--- src/rtl/core/assert_macros.svh ---
// Assertion macros shared by the carver RTL.
// Depends on nothing; included by the files that carry concurrent assertions.
`ifndef ASSERT_MACROS_SVH
`define ASSERT_MACROS_SVH

// The expression holds at every clock edge outside reset.
`define ASSERT_ALWAYS(label, clk, rst_n, expr, msg) \
    label: assert property (@(posedge clk) disable iff (!rst_n) (expr)) else $error(msg);

// The consequent holds in the same cycle as the antecedent.
`define ASSERT_IMPLY(label, clk, rst_n, ante, cons, msg) \
    label: assert property (@(posedge clk) disable iff (!rst_n) (ante) |-> (cons)) else $error(msg);

// The consequent holds in the cycle after the antecedent.
`define ASSERT_NEXT(label, clk, rst_n, ante, cons, msg) \
    label: assert property (@(posedge clk) disable iff (!rst_n) (ante) |=> (cons)) else $error(msg);

`endif

--- src/rtl/core/mdc_pkg.sv ---
// Types, constants and helper functions of the maze carver.
// Depends on nothing; used by mdc_seq and maze_dfs_carver_unit.
`timescale 1ns / 1ps
`default_nettype none

package mdc_pkg;

    localparam int COORD_W   = 6;
    localparam int DIM_LIMIT = 63;
    localparam int CELL_STEP = 2;
    localparam int NUM_DIRS  = 4;
    localparam int RESET_DIM = 37;
    localparam int UPC_W     = 4;
    localparam int CFG_IDX_W = 1;

    localparam logic [CFG_IDX_W-1:0] CFG_GRID_COLS = 1'd0;
    localparam logic [CFG_IDX_W-1:0] CFG_GRID_ROWS = 1'd1;

    localparam logic OP_STEP  = 1'b0;
    localparam logic OP_BEGIN = 1'b1;

    typedef enum logic [1:0] {
        DIR_LEFT  = 2'd0,
        DIR_RIGHT = 2'd1,
        DIR_UP    = 2'd2,
        DIR_DOWN  = 2'd3
    } t_dir;

    typedef enum logic [3:0] {
        C_FALL       = 4'd0,
        C_ALWAYS     = 4'd1,
        C_NO_ACCEPT  = 4'd2,
        C_BEGIN      = 4'd3,
        C_DONE       = 4'd4,
        C_ANY        = 4'd5,
        C_LVL_ZERO   = 4'd6,
        C_NOT_CHOSEN = 4'd7,
        C_CLR_MORE   = 4'd8,
        C_OUT_BUSY   = 4'd9
    } t_cond;

    typedef struct packed {
        logic       operation;
        logic [1:0] direction;
    } t_item;

    typedef struct packed {
        logic               carved;
        logic [COORD_W-1:0] cell_x;
        logic [COORD_W-1:0] cell_y;
        logic [COORD_W-1:0] wall_x;
        logic [COORD_W-1:0] wall_y;
        logic               backtracked;
        logic               finished;
    } t_result;

    typedef struct packed {
        logic             ready;
        logic             clr_rst;
        logic             clr_wr;
        logic             probe;
        t_dir             pdir;
        logic             stk_rd;
        logic             pop;
        logic             fin;
        logic             move;
        logic             init;
        logic             res_done;
        logic             emit;
        logic             ret;
        t_cond            cond;
        logic [UPC_W-1:0] target;
    } t_uword;

    typedef struct packed {
        logic no_accept;
        logic is_begin;
        logic done;
        logic any;
        logic lvl_zero;
        logic not_chosen;
        logic clr_more;
        logic out_busy;
    } t_flags;

    typedef struct packed {
        logic               ok;
        logic [COORD_W-1:0] x;
        logic [COORD_W-1:0] y;
    } t_nbr;

    // Gives the cell two positions away in direction d and whether it lies in bounds.
    function automatic t_nbr nbr_of(t_dir d, logic [COORD_W-1:0] x, logic [COORD_W-1:0] y,
                                    logic [COORD_W-1:0] cols, logic [COORD_W-1:0] rows);
        t_nbr           n;
        logic [COORD_W:0] x2;
        logic [COORD_W:0] y2;
        x2   = {1'b0, x} + (COORD_W + 1)'(CELL_STEP);
        y2   = {1'b0, y} + (COORD_W + 1)'(CELL_STEP);
        n.x  = x;
        n.y  = y;
        n.ok = 1'b0;
        unique case (d)
            DIR_LEFT: begin
                n.ok = (x >= COORD_W'(CELL_STEP));
                n.x  = x - COORD_W'(CELL_STEP);
            end
            DIR_RIGHT: begin
                n.ok = (x2 < {1'b0, cols});
                n.x  = x2[COORD_W-1:0];
            end
            DIR_UP: begin
                n.ok = (y >= COORD_W'(CELL_STEP));
                n.y  = y - COORD_W'(CELL_STEP);
            end
            DIR_DOWN: begin
                n.ok = (y2 < {1'b0, rows});
                n.y  = y2[COORD_W-1:0];
            end
            default: begin
                n.ok = 1'b0;
            end
        endcase
        return n;
    endfunction

endpackage

`default_nettype wire

--- src/rtl/core/mdc_seq.sv ---
// Microprogram sequencer of the maze carver: control store, step counter and jump logic.
// Depends on mdc_pkg for the control word, condition codes and status flags.
`timescale 1ns / 1ps
`default_nettype none

module mdc_seq
    import mdc_pkg::*;
(
    input  wire logic   i_clk,
    input  wire logic   i_rst_n,
    input  wire t_flags i_flags,
    output t_uword      o_uword
);

    localparam logic [UPC_W-1:0] A_WAIT   = 4'd0;
    localparam logic [UPC_W-1:0] A_PROBE0 = 4'd1;
    localparam logic [UPC_W-1:0] A_PROBE1 = 4'd2;
    localparam logic [UPC_W-1:0] A_PROBE2 = 4'd3;
    localparam logic [UPC_W-1:0] A_PROBE3 = 4'd4;
    localparam logic [UPC_W-1:0] A_STKRD  = 4'd5;
    localparam logic [UPC_W-1:0] A_ANY    = 4'd6;
    localparam logic [UPC_W-1:0] A_EMPTY  = 4'd7;
    localparam logic [UPC_W-1:0] A_POP    = 4'd8;
    localparam logic [UPC_W-1:0] A_FIN    = 4'd9;
    localparam logic [UPC_W-1:0] A_CHOSEN = 4'd10;
    localparam logic [UPC_W-1:0] A_MOVE   = 4'd11;
    localparam logic [UPC_W-1:0] A_EMIT   = 4'd12;
    localparam logic [UPC_W-1:0] A_CLEAR  = 4'd13;
    localparam logic [UPC_W-1:0] A_INIT   = 4'd14;
    localparam logic [UPC_W-1:0] A_BEGRES = 4'd15;

    logic [UPC_W-1:0] r_upc;
    logic [UPC_W-1:0] n_upc;
    logic             cond_hit;

    function automatic t_uword rom_word(logic [UPC_W-1:0] addr);
        t_uword w;
        w      = '0;
        w.pdir = DIR_LEFT;
        w.cond = C_FALL;
        unique case (addr)
            A_WAIT: begin
                w.ready   = 1'b1;
                w.clr_rst = 1'b1;
                w.cond    = C_NO_ACCEPT;
                w.target  = A_WAIT;
            end
            A_PROBE0: begin
                w.probe  = 1'b1;
                w.pdir   = DIR_LEFT;
                w.cond   = C_BEGIN;
                w.target = A_CLEAR;
            end
            A_PROBE1: begin
                w.probe  = 1'b1;
                w.pdir   = DIR_RIGHT;
                w.cond   = C_DONE;
                w.target = A_FIN;
            end
            A_PROBE2: begin
                w.probe = 1'b1;
                w.pdir  = DIR_UP;
            end
            A_PROBE3: begin
                w.probe = 1'b1;
                w.pdir  = DIR_DOWN;
            end
            A_STKRD: begin
                w.stk_rd = 1'b1;
            end
            A_ANY: begin
                w.cond   = C_ANY;
                w.target = A_CHOSEN;
            end
            A_EMPTY: begin
                w.cond   = C_LVL_ZERO;
                w.target = A_FIN;
            end
            A_POP: begin
                w.pop    = 1'b1;
                w.cond   = C_ALWAYS;
                w.target = A_EMIT;
            end
            A_FIN: begin
                w.fin    = 1'b1;
                w.cond   = C_ALWAYS;
                w.target = A_EMIT;
            end
            A_CHOSEN: begin
                w.cond   = C_NOT_CHOSEN;
                w.target = A_EMIT;
            end
            A_MOVE: begin
                w.move = 1'b1;
            end
            A_EMIT: begin
                w.emit   = 1'b1;
                w.ret    = 1'b1;
                w.cond   = C_OUT_BUSY;
                w.target = A_EMIT;
            end
            A_CLEAR: begin
                w.clr_wr = 1'b1;
                w.cond   = C_CLR_MORE;
                w.target = A_CLEAR;
            end
            A_INIT: begin
                w.init = 1'b1;
            end
            A_BEGRES: begin
                w.res_done = 1'b1;
                w.cond     = C_ALWAYS;
                w.target   = A_EMIT;
            end
            default: begin
                w.ret = 1'b1;
            end
        endcase
        return w;
    endfunction

    assign o_uword = rom_word(r_upc);

    always_comb begin
        unique case (o_uword.cond)
            C_FALL:       cond_hit = 1'b0;
            C_ALWAYS:     cond_hit = 1'b1;
            C_NO_ACCEPT:  cond_hit = i_flags.no_accept;
            C_BEGIN:      cond_hit = i_flags.is_begin;
            C_DONE:       cond_hit = i_flags.done;
            C_ANY:        cond_hit = i_flags.any;
            C_LVL_ZERO:   cond_hit = i_flags.lvl_zero;
            C_NOT_CHOSEN: cond_hit = i_flags.not_chosen;
            C_CLR_MORE:   cond_hit = i_flags.clr_more;
            C_OUT_BUSY:   cond_hit = i_flags.out_busy;
            default:      cond_hit = 1'b0;
        endcase
        if (cond_hit) begin
            n_upc = o_uword.target;
        end else if (o_uword.ret) begin
            n_upc = A_WAIT;
        end else begin
            n_upc = r_upc + UPC_W'(1);
        end
    end

    always_ff @(posedge i_clk) begin
        if (!i_rst_n) begin
            r_upc <= A_WAIT;
        end else begin
            r_upc <= n_upc;
        end
    end

endmodule

`default_nettype wire

--- config.mk ---
export PLATFORM = sky130hd
export DESIGN_NAME = mdc_seq
export DESIGN_NICKNAME = d
export VERILOG_FILES = /design/src/rtl/core/assert_macros.svh /design/src/rtl/core/mdc_pkg.sv /design/src/rtl/core/mdc_seq.sv
export SDC_FILE = /design/constraint.sdc
export NUM_CORES = 1
export LEC_CHECK = 0
export ABC_AREA = 1
export BUFFER_PORTS_ARGS = -buffer_cell sky130_fd_sc_hd__buf_2
export CAP_MARGIN = 15
export CORE_MARGIN = 2
export CORE_UTILIZATION = 44
export CTS_CLUSTER_SIZE = 12
export DETAILED_ROUTE_END_ITERATION = 12
export PLACE_DENSITY = 0.78
export SLEW_MARGIN = 20
export SYNTH_ARGS = -nofsm -noshare
export SYNTH_HDL_FRONTEND = slang
export SYNTH_SLANG_ARGS = --single-unit
export TNS_END_PERCENT = 100
--- constraint.sdc ---
create_clock -name i_clk -period 2.07 [get_ports i_clk]
set_clock_uncertainty 0.2 [all_clocks]
set_input_delay 0.414 -clock i_clk [delete_from_list [all_inputs] [get_ports i_clk]]
set_output_delay 0.414 -clock i_clk [all_outputs]
set_load 0.01 [all_outputs]
# After elaboration in Yosys (flattened, before gate mapping)
# Index checks and enable logic that the tools add are counted.
[word_totals]
ff_bits = 4
in_bits = 10
out_inout_bits = 22
[classes]
add_sub_neg = 1
eq_ne = 24
muxes = 14
n_reduce_logical = 2
[ops]
columns = ["op", "n"]
rows = [
  ["$pmux 8 s9", 1],
  ["$eq 4x4->1 const B", 10],
  ["$eq 4x3->1 const B", 8],
  ["$eq 4x2->1 const B", 4],
  ["$pmux 3 s4", 1],
  ["$pmux 1 s9", 1],
  ["$eq 4x1->1 const B", 2],
  ["$mux 4", 2],
  ["$mux 1", 7],
  ["$add 4x1->4 const B", 1],
  ["$logic_not 4->1", 1],
  ["$mux 2", 2],
  ["$reduce_or 3->1", 1],
]

# Depth between registers and ports, before layout
# Gate-level depths: netlist of run 1.
[logic_depth]
word_depth = 6
depth_mapped = 13
mapped_depth_nobuf = 13

# Worst setup path after synthesis of run 1
# OpenSTA, ideal clock, no wires.
[synth_path]
kind = "reg2reg"
from = "register r_upc[0]"
to = "register r_upc[0]"
setup_time_ps = 115
arrival_ps = 1603
required_ps = 1755
slack_ps = 152
path_stages_with_launch = 11
path_buffers = 0
cell_sequence = "dfxtp_1 > inv_1 > ha_1 > o21ai_0 > nand3_2 > nand2_1 > nand3_1 > nand2_1 > nand2_4 > a21oi_1 > nor2_1"
[synth_lines]
columns = ["item", "line_no", "source"]
rows = [
  ["start: declaration", "mdc_seq.sv:32", "logic [UPC_W-1:0] r_upc;"],
  ["start signal: assignment", "mdc_seq.sv:151", "r_upc <= n_upc;"],
]

==> impl_metrics.py, run 1 <==
metrics = {
    "status": {
        "outcome": "finished, violations left",
        "violations": "setup timing",
    },
    "pwr": {
        "switching_share_pct": 51.4,
        "seqPwrFrac_pct": 11.1,
        "power_uw": 1720,
        "worst_ir_drop_vdd_mv": 1.16,
        "p_int_uw": 834,
        "p_clk_share_pct": 5.7,
        "power_frac_comb_pct": 83.2,
        "p_per_area_nw_per_um2": 1650,
        "power.leakage_uw": 0.000588,
        "power.switching_uw": 883,
    },
    "logic_synthesis": {
        "synthAdderAreaFrac_pct": 8.13,
        "async_flop_share_pct": 0,
        "syn-num-nets": 123,
        "synth_top_area_share_pct": 13.4,
        "synth-simple-area-share_pct": 50.8,
        "yosysTopAreaCell": "inv_1",
        "synth_most_common_cell": "inv_1",
        "synthCells": 109,
        "synth.area.top_cells": "inv_1, dfxtp_1, nand2_1",
        "synth.avg_cell_area_um2": 5.65,
        "synthXorXnorAreaFrac_pct": 0,
        "synth_top_flop_cell": "dfxtp_1",
        "synth_area_um2": 616,
        "synth_top_family_by_area": "simple AND/OR/NAND/NOR gates",
        "synth_seq_area_share_pct": 13.0,
        "ys_types": 22,
        "synth_edf_count": 0,
        "ys_seq_elements": 4,
        "synthMuxAreaShare_pct": 0,
        "synth_compound_area_share_pct": 9.76,
        "yosys_warnings": 0,
        "synthTopCellsByCount": "inv_1, nand2_1, nor2_1, nand3_1, a21oi_1",
    },
    "worst_setup_path": {
        "crit_chain": "inv_4 -> ha_4 -> nand3_4 -> inv_2 -> nor2_2 -> nand2_2 -> nor3_4 -> inv_1 -> buf_2",
        "slowest_stage": "dfxtp_4",
        "critical_path_class": "reg2out",
        "worst_path_largest_cell_delay_ps": 380,
        "cp-start-kind": "flip-flop",
        "crit_family": "simple AND/OR/NAND/NOR gates",
        "required_ps": 1460,
        "arrival_ps": 1510,
        "cp_num_buf_inv": 4,
        "cp-end-kind": "output pin",
        "cp_max_fo": 4,
    },
    "clocking": {
        "htreeDepth": 1,
        "cts_root_buffer": "clkbuf_4",
        "clock_sinks": 4,
        "cts_tree": "yes",
        "clock_path_buffers": 2,
        "ctsHoldBuffers": 0,
        "clk_latency_ps": 240,
        "clk_pin_slew_worst_paths_ps": 40,
        "cts_buffers": 3,
    },
    "placed_design": {
        "globalplace.congestion": 0.888,
        "io_buffers": 31,
        "dp_hpwl_mm": 1.39,
        "dpl-instance-area_um2": 816,
    },
    "floorplanning": {
        "row_count": 13,
        "dieArea_um2": 1710,
        "io_pins": 32,
        "coreArea_um2": 1300,
        "die_height_um": 41.4,
        "start_util_pct": 47.3,
        "die_x_um": 41.4,
    },
    "run": {
        "maxCapViolCount": 0,
    },
    "cells_and_area": {
        "fin_area_um2": 1040,
        "top_regs": "r_upc x4",
        "area_growth_pct": 69.3,
        "largest_reg_flops": 4,
        "postLayoutCoreUtil_pct": 80.1,
        "largest_register": "r_upc",
        "n_antenna_cell": 0,
        "drive_gt1_share_pct": 55.8,
        "nets": 172,
    },
    "grt": {
        "grt_use_total_pct": 22.4,
        "overflow": 0,
        "antenna_found_initial": 0,
        "grt_pass1_vias": 702,
        "grt_max_degree": 9,
        "grt_pass1_wl_mm": 3.04,
    },
    "sta": {
        "fin_crit_sh_pct": 103,
        "fin_ws_ps": -53.2,
        "min_period_ps": 2120,
        "rsz0062_at_grt": "yes",
        "drv_slew": 0,
        "slew_headroom_pct": 82.0,
        "max_freq_mhz": 471,
        "tightest_slew_ps": 268,
        "hold_viol_final": 0,
        "finalSetupViolCount": 6,
    },
    "detailed_routing": {
        "wl_per_cell_um": 11.3,
        "drc_errors": 0,
        "drtAntennaViolNets": 0,
        "drt-total-wl_mm": 1.93,
        "viasPerCell": 4.89,
        "first_iter_violations": 23,
        "vias": 836,
        "firstDrtPassIters": 5,
    },
    "worst_hold_path": {
        "hold_path_class": "in2reg",
    },
}
worst paths after layout:
kind / to / startpoint / depth (start not counted) / slack (ps)
hold reg to reg: r_upc[3] / r_upc[3] / 2 / 480
hold / removal: r_upc[0] / i_rst_n / 3 / 220
setup reg to reg: r_upc[2] / r_upc[0] / 15 / -10
setup / recovery: o_uword[4] / r_upc[0] / 9 / -50
layout make-up:
cell class,instances,area (µm²)
clock buffer,3,22.5
fill,98,259
sequential,4,90.1
timing repair buffer,47,285
tap,15,18.8
inverter,23,96.3
multi-input combinational,79,529
cells by family after synthesis:
| group | Yosys count |
|---|---|
| and+or+nand+nor | 63 |
| buffers and inverters | 26 |
| AOI/OAI and AO/OA | 12 |
| adders and majority gates | 4 |
| DFF | 4 |
routing by layer:
metal | wire length (µm) | global-route usage [%]
met1 | 873 | 28.2
met2 | 964 | 38.4
met3 | 71 | 3.04
met4 | 24 | 8.39
met5 | 0 | 0
worst min-delay path, cell delays in order:
cell     delay, ps
buf_2          120
nand2_1         60
nor2_1          30
repair_timing:
action | 4_1_cts | 5_1_grt
resized for setup | 33 | 11
buffers inserted | 8 | 2
endpoints found under the setup margin | 7 | 10
pin swaps | 6 | 5
layout by cell type, fill, tap and decap left out, types with 2 or more instances in the layout:
cell / count
inv_1: 13
nor2_2: 4
clkbuf_4: 3
nand2_2: 4
inv_4: 2
dfxtp_4: 2
nand3_1: 8
nor2_4: 4
nand2_1: 18
buf_2: 30
inv_2: 7
ha_4: 3
nand3_2: 2
a21oi_1: 7
buf_4: 15
buf_6: 2
nor2_1: 12
nand3_4: 2
o21ai_0: 4
dfxtp_2: 2
nand4_1: 3
through the flow:
| stage | setup TNS (ps) | cells | hold WS, ps | setup WS (ps) |
|---|---|---|---|---|
| after floorplan | 0 | 109 | 335 | 152 |
| after CTS | -167 | 170 | 209 | -86.9 |
| after global placement | 0 | 159 | 471 | 17.0 |
| final | -171 | 171 | 216 | -53.2 |
| after detailed placement | -25.3 | 159 | 471 | -25.3 |
| after global routing | -968 | 171 | 221 | -129 |
power groups by stage:
stage | clock [µW] | combinational, µW | sequential (µW)
finish | 97.7 | 1430 | 191
global route | 108 | 1570 | 199
CTS | 103 | 1290 | 185
detailed placement | 0 | 1080 | 153
global placement | 0 | 1070 | 151
floorplan | 0 | 761 | 135
Power figures use the tool's default switching activity.
==> run 2, diff against run 1 <==
--- a/config.mk
+++ b/config.mk
@@ -12,7 +12,7 @@
 export CORE_UTILIZATION = 44
 export CTS_CLUSTER_SIZE = 12
 export DETAILED_ROUTE_END_ITERATION = 12
-export PLACE_DENSITY = 0.78
+export PLACE_DENSITY = 0.82
 export SLEW_MARGIN = 20
 export SYNTH_ARGS = -nofsm -noshare
 export SYNTH_HDL_FRONTEND = slang
==> impl_metrics.py, run 2 (synthesis results as in run 1) <==
metrics = {
    "worst_setup_path": {
        "critical_path_class": "reg2out",
        "r2r_start": "r_upc[0]",
        "cp-end-kind": "output pin",
        "crit_start": "r_upc[1]",
        "required_ps": 1460,
        "arrival_ps": 1490,
        "cp_max_fo": 4,
        "cp-start-kind": "flip-flop",
    },
    "sta": {
        "max_freq_mhz": 476,
        "min_period_ps": 2100,
        "finalSetupViolCount": 2,
        "drv_slew": 0,
        "fin_crit_sh_pct": 101,
        "tightest_slew_ps": 280,
        "hold_viol_final": 0,
        "fin_ws_ps": -29.3,
        "slew_headroom_pct": 81.3,
        "rsz0062_at_grt": "yes",
    },
    "clocking": {
        "cts_buffers": 3,
        "clk_pin_slew_worst_paths_ps": 40,
        "clock_sinks": 4,
        "clk_latency_ps": 230,
        "cts_tree": "yes",
        "ctsHoldBuffers": 0,
        "clock_path_buffers": 2,
        "htreeDepth": 1,
        "cts_root_buffer": "clkbuf_4",
    },
    "grt": {
        "grt_pass1_wl_mm": 3.08,
        "grt_max_degree": 9,
        "grt_use_total_pct": 22.0,
        "grt_pass1_vias": 773,
        "antenna_found_initial": 0,
        "overflow": 0,
    },
    "floorplanning": {
        "dieArea_um2": 1710,
        "coreArea_um2": 1300,
        "row_count": 13,
        "die_height_um": 41.4,
        "io_pins": 32,
        "die_x_um": 41.4,
        "start_util_pct": 47.3,
    },
    "detailed_routing": {
        "wl_per_cell_um": 12.3,
        "drtAntennaViolNets": 0,
        "first_iter_violations": 35,
        "drt-total-wl_mm": 2.06,
        "firstDrtPassIters": 4,
        "drc_errors": 0,
        "vias": 860,
        "viasPerCell": 5.15,
    },
    "pwr": {
        "p_per_area_nw_per_um2": 1690,
        "power_uw": 1700,
        "power.leakage_uw": 0.000567,
        "worst_ir_drop_vdd_mv": 0.933,
    },
    "cells_and_area": {
        "area_growth_pct": 63.0,
        "n_antenna_cell": 0,
        "nets": 168,
        "largest_register": "r_upc",
        "drive_gt1_share_pct": 55.3,
        "fin_area_um2": 1000,
        "top_regs": "r_upc x4",
        "final_common_cell": "buf_2",
        "largest_reg_flops": 4,
        "postLayoutCoreUtil_pct": 77.1,
        "layout_common_cells": "buf_2, nand2_1, inv_1, nor2_1, buf_4",
    },
    "placed_design": {
        "globalplace.congestion": 0.850,
        "io_buffers": 31,
        "pre_cts_slack_ps": -63.7,
        "dp_hpwl_mm": 1.45,
        "dpl-instance-area_um2": 816,
    },
    "status": {
        "outcome": "finished, violations left",
        "violations": "setup timing",
    },
    "worst_hold_path": {
        "hold_path_class": "in2reg",
        "hold_start": "i_rst_n",
    },
    "run": {
        "maxCapViolCount": 0,
    },
}
## run 2: cell count changes in the layout (fill, tap and decap cells not counted), sizes merged
cell	before	now
buf	47	43
## run 2: what timing repair did
item	CTS	global route
setup endpoints to repair	9	12
resized for setup	36	11
setup buffers	3	2
gates cloned	0	0
pin swaps	7	4
## run 2: critical path: stages, from the launching register on
cell     delay, ps
dfxtp_4        370
inv_4           50
ha_4           170
inv_6           80
nor2_4          50
inv_2           60
nand2_2         60
inv_2           50
nand3_2         80
inv_2           90
nand3_2         50
buf_2          140
## run 2: report_power, final
| group | internal [µW] | leakage (µW) | switching (µW) |
|---|---|---|---|
| Combinational | 615 | 0.000518 | 800 |
| Sequential | 125 | 0.0000353 | 62.6 |
| Clock | 64.7 | 0.0000138 | 29.3 |
| Total | 805 | 0.000567 | 892 |
## run 2: final cells by class
| cell class | count | area (µm²) |
|---|---|---|
| fillers | 106 | 298 |
| inverters | 23 | 96.3 |
| clock buffers | 3 | 22.5 |
| flip-flops and latches | 4 | 92.6 |
| multi-input cells | 79 | 512 |
| repair buffers | 43 | 262 |
| well taps | 15 | 18.8 |
## run 2: worst paths after layout
path	to	slack [ps]	depth (start not counted)
worst max register to register	r_upc[0]	110	11
worst min register to register	r_upc[3]	470	3
worst max-delay path	o_uword[3]	-30	11
worst min-delay path	r_upc[0]	230	3
## run 2: layer usage
metal  up-vias  routed length [µm]  global-route usage, %
met1       386                 876                   26.0
met2        45                1020                   38.1
met3         4                 126                   3.04
li1        425                   -                      -
met5         -                   0                      0
met4         0                  29                   11.0
## run 2: stage by stage
step                      hold slack (ps)  instances  setup TNS [ps]
final                                 230        167           -35.0
after global routing                  234        167            -445
after CTS                             232        165           -75.9
after detailed placement              465        159           -63.7
after global placement                477        159           -41.8
after floorplan                       335        109               0
==> run 3, diff against run 2 <==
--- a/config.mk
+++ b/config.mk
@@ -13,6 +13,7 @@
 export CTS_CLUSTER_SIZE = 12
 export DETAILED_ROUTE_END_ITERATION = 12
 export PLACE_DENSITY = 0.82
+export SETUP_SLACK_MARGIN = 0.1
 export SLEW_MARGIN = 20
 export SYNTH_ARGS = -nofsm -noshare
 export SYNTH_HDL_FRONTEND = slang
==> impl_metrics.py, run 3 (synthesis results as in run 1) <==
metrics = {
    "status": {
        "outcome": "finished, violations left",
        "violations": "setup timing",
    },
    "clocking": {
        "clock_path_buffers": 2,
        "htreeDepth": 1,
        "cts_tree": "yes",
        "cts_buffers": 3,
        "clock_sinks": 4,
        "clk_latency_ps": 230,
        "ctsHoldBuffers": 0,
        "clk_pin_slew_worst_paths_ps": 40,
        "cts_root_buffer": "clkbuf_4",
    },
    "cells_and_area": {
        "final-seq-area_um2": 92.6,
        "layout_common_cells": "buf_2, nand2_1, buf_4, inv_1, nor2_1",
        "n_antenna_cell": 0,
        "top_regs": "r_upc x4",
        "nets": 172,
        "drive_gt1_share_pct": 62.2,
        "largest_reg_flops": 4,
        "largest_register": "r_upc",
        "final_common_cell": "buf_2",
        "area_growth_pct": 80.3,
        "multi_input_area_um2": 583,
        "fillers": 87,
        "fin_area_um2": 1110,
        "postLayoutCoreUtil_pct": 85.3,
    },
    "detailed_routing": {
        "firstDrtPassIters": 6,
        "drc_errors": 0,
        "wl_per_cell_um": 13.8,
        "vias": 890,
        "viasPerCell": 5.20,
        "first_iter_violations": 22,
        "drtAntennaViolNets": 0,
        "drt-total-wl_mm": 2.36,
    },
    "sta": {
        "hold_viol_final": 0,
        "drv_slew": 0,
        "rsz0062_at_grt": "yes",
        "min_period_ps": 2150,
        "fin_ws_ps": -75.2,
        "finalSetupViolCount": 6,
        "max_freq_mhz": 466,
        "fin_tns_setup_ps": -233,
        "tightest_slew_ps": 335,
        "slew_headroom_pct": 77.5,
        "fin_crit_sh_pct": 104,
    },
    "pwr": {
        "worst_ir_drop_vdd_mv": 1.20,
        "power_uw": 1940,
        "power.leakage_uw": 0.000596,
        "p_per_area_nw_per_um2": 1740,
    },
    "floorplanning": {
        "start_util_pct": 47.3,
        "die_x_um": 41.4,
        "coreArea_um2": 1300,
        "dieArea_um2": 1710,
        "die_height_um": 41.4,
        "io_pins": 32,
        "row_count": 13,
    },
    "worst_setup_path": {
        "slowest_stage": "dfxtp_4",
        "cp-end-kind": "output pin",
        "worst_path_largest_cell_delay_ps": 370,
        "cp-start-kind": "flip-flop",
        "required_ps": 1460,
        "r2r_slack_ps": 80,
        "crit_chain": "inv_4 -> ha_4 -> inv_6 -> nor2_4 -> nor2_2 -> nand2_2 -> nor3_4 -> inv_1 -> buf_2",
        "critical_path_class": "reg2out",
        "arrival_ps": 1530,
        "cp_max_fo": 4,
    },
    "grt": {
        "grt_use_total_pct": 23.3,
        "grt_pass1_vias": 796,
        "overflow": 0,
        "antenna_found_initial": 0,
        "grt_max_degree": 9,
        "grt_pass1_wl_mm": 3.22,
    },
    "placed_design": {
        "dp_hpwl_mm": 1.45,
        "io_buffers": 31,
        "globalplace.congestion": 0.850,
        "dpl-instance-area_um2": 816,
    },
    "worst_hold_path": {
        "hold_path_class": "in2reg",
    },
    "run": {
        "maxCapViolCount": 0,
    },
}
==> run 3: critical path: cells and delay by family (launching register included) <==
kind	cells	cell delay (ps)
buffers and inverters	4	340
DFF	1	370
and+or+nand+nor	4	410
adders and majority gates	1	170
==> run 3: timing repair <==
action | 4_1_cts | 5_1_grt
setup endpoints to repair | 17 | 17
gates resized for setup | 43 | 20
setup buffers | 4 | 7
pin swaps | 14 | 5
==> run 3: path summary, 6_finish.rpt <==
path	from	to	cells after the start
setup / recovery	r_upc[1]	o_uword[4]	9
hold / removal	i_rst_n	r_upc[0]	3
setup reg to reg	r_upc[0]	r_upc[2]	12
hold reg to reg	r_upc[1]	r_upc[1]	4
==> run 3: routing by layer <==
layer,track usage (%),vias up,routed length [µm]
met1,26.5,404,1080
met4,10.3,0,37
li1,-,435,-
met3,3.48,6,122
met2,42.2,45,1130
met5,0,-,0
==> run 3: layout make-up <==
class                   count  share of cell area (%)
multi-input cells          79                    52.5
inverters                  23                    8.91
clock buffers               3                    2.03
repair buffers             47                    26.5
well taps                  15                    1.69
flip-flops and latches      4                    8.34
==> run 3: power breakdown <==
group          switching, µW  total (µW)  internal, µW
sequential              69.4         195           125
clock                   30.4        95.2          64.8
combinational            922        1650           724
==> run 3: per-stage QoR <==
stage | cells | worst slack [ps] | hold WS (ps)
final | 171 | -75.2 | 235
after global routing | 171 | -155 | 235
after CTS | 165 | -61.3 | 231
after detailed placement | 159 | -63.7 | 465
after global placement | 159 | -41.8 | 477
after floorplan | 109 | 152 | 335
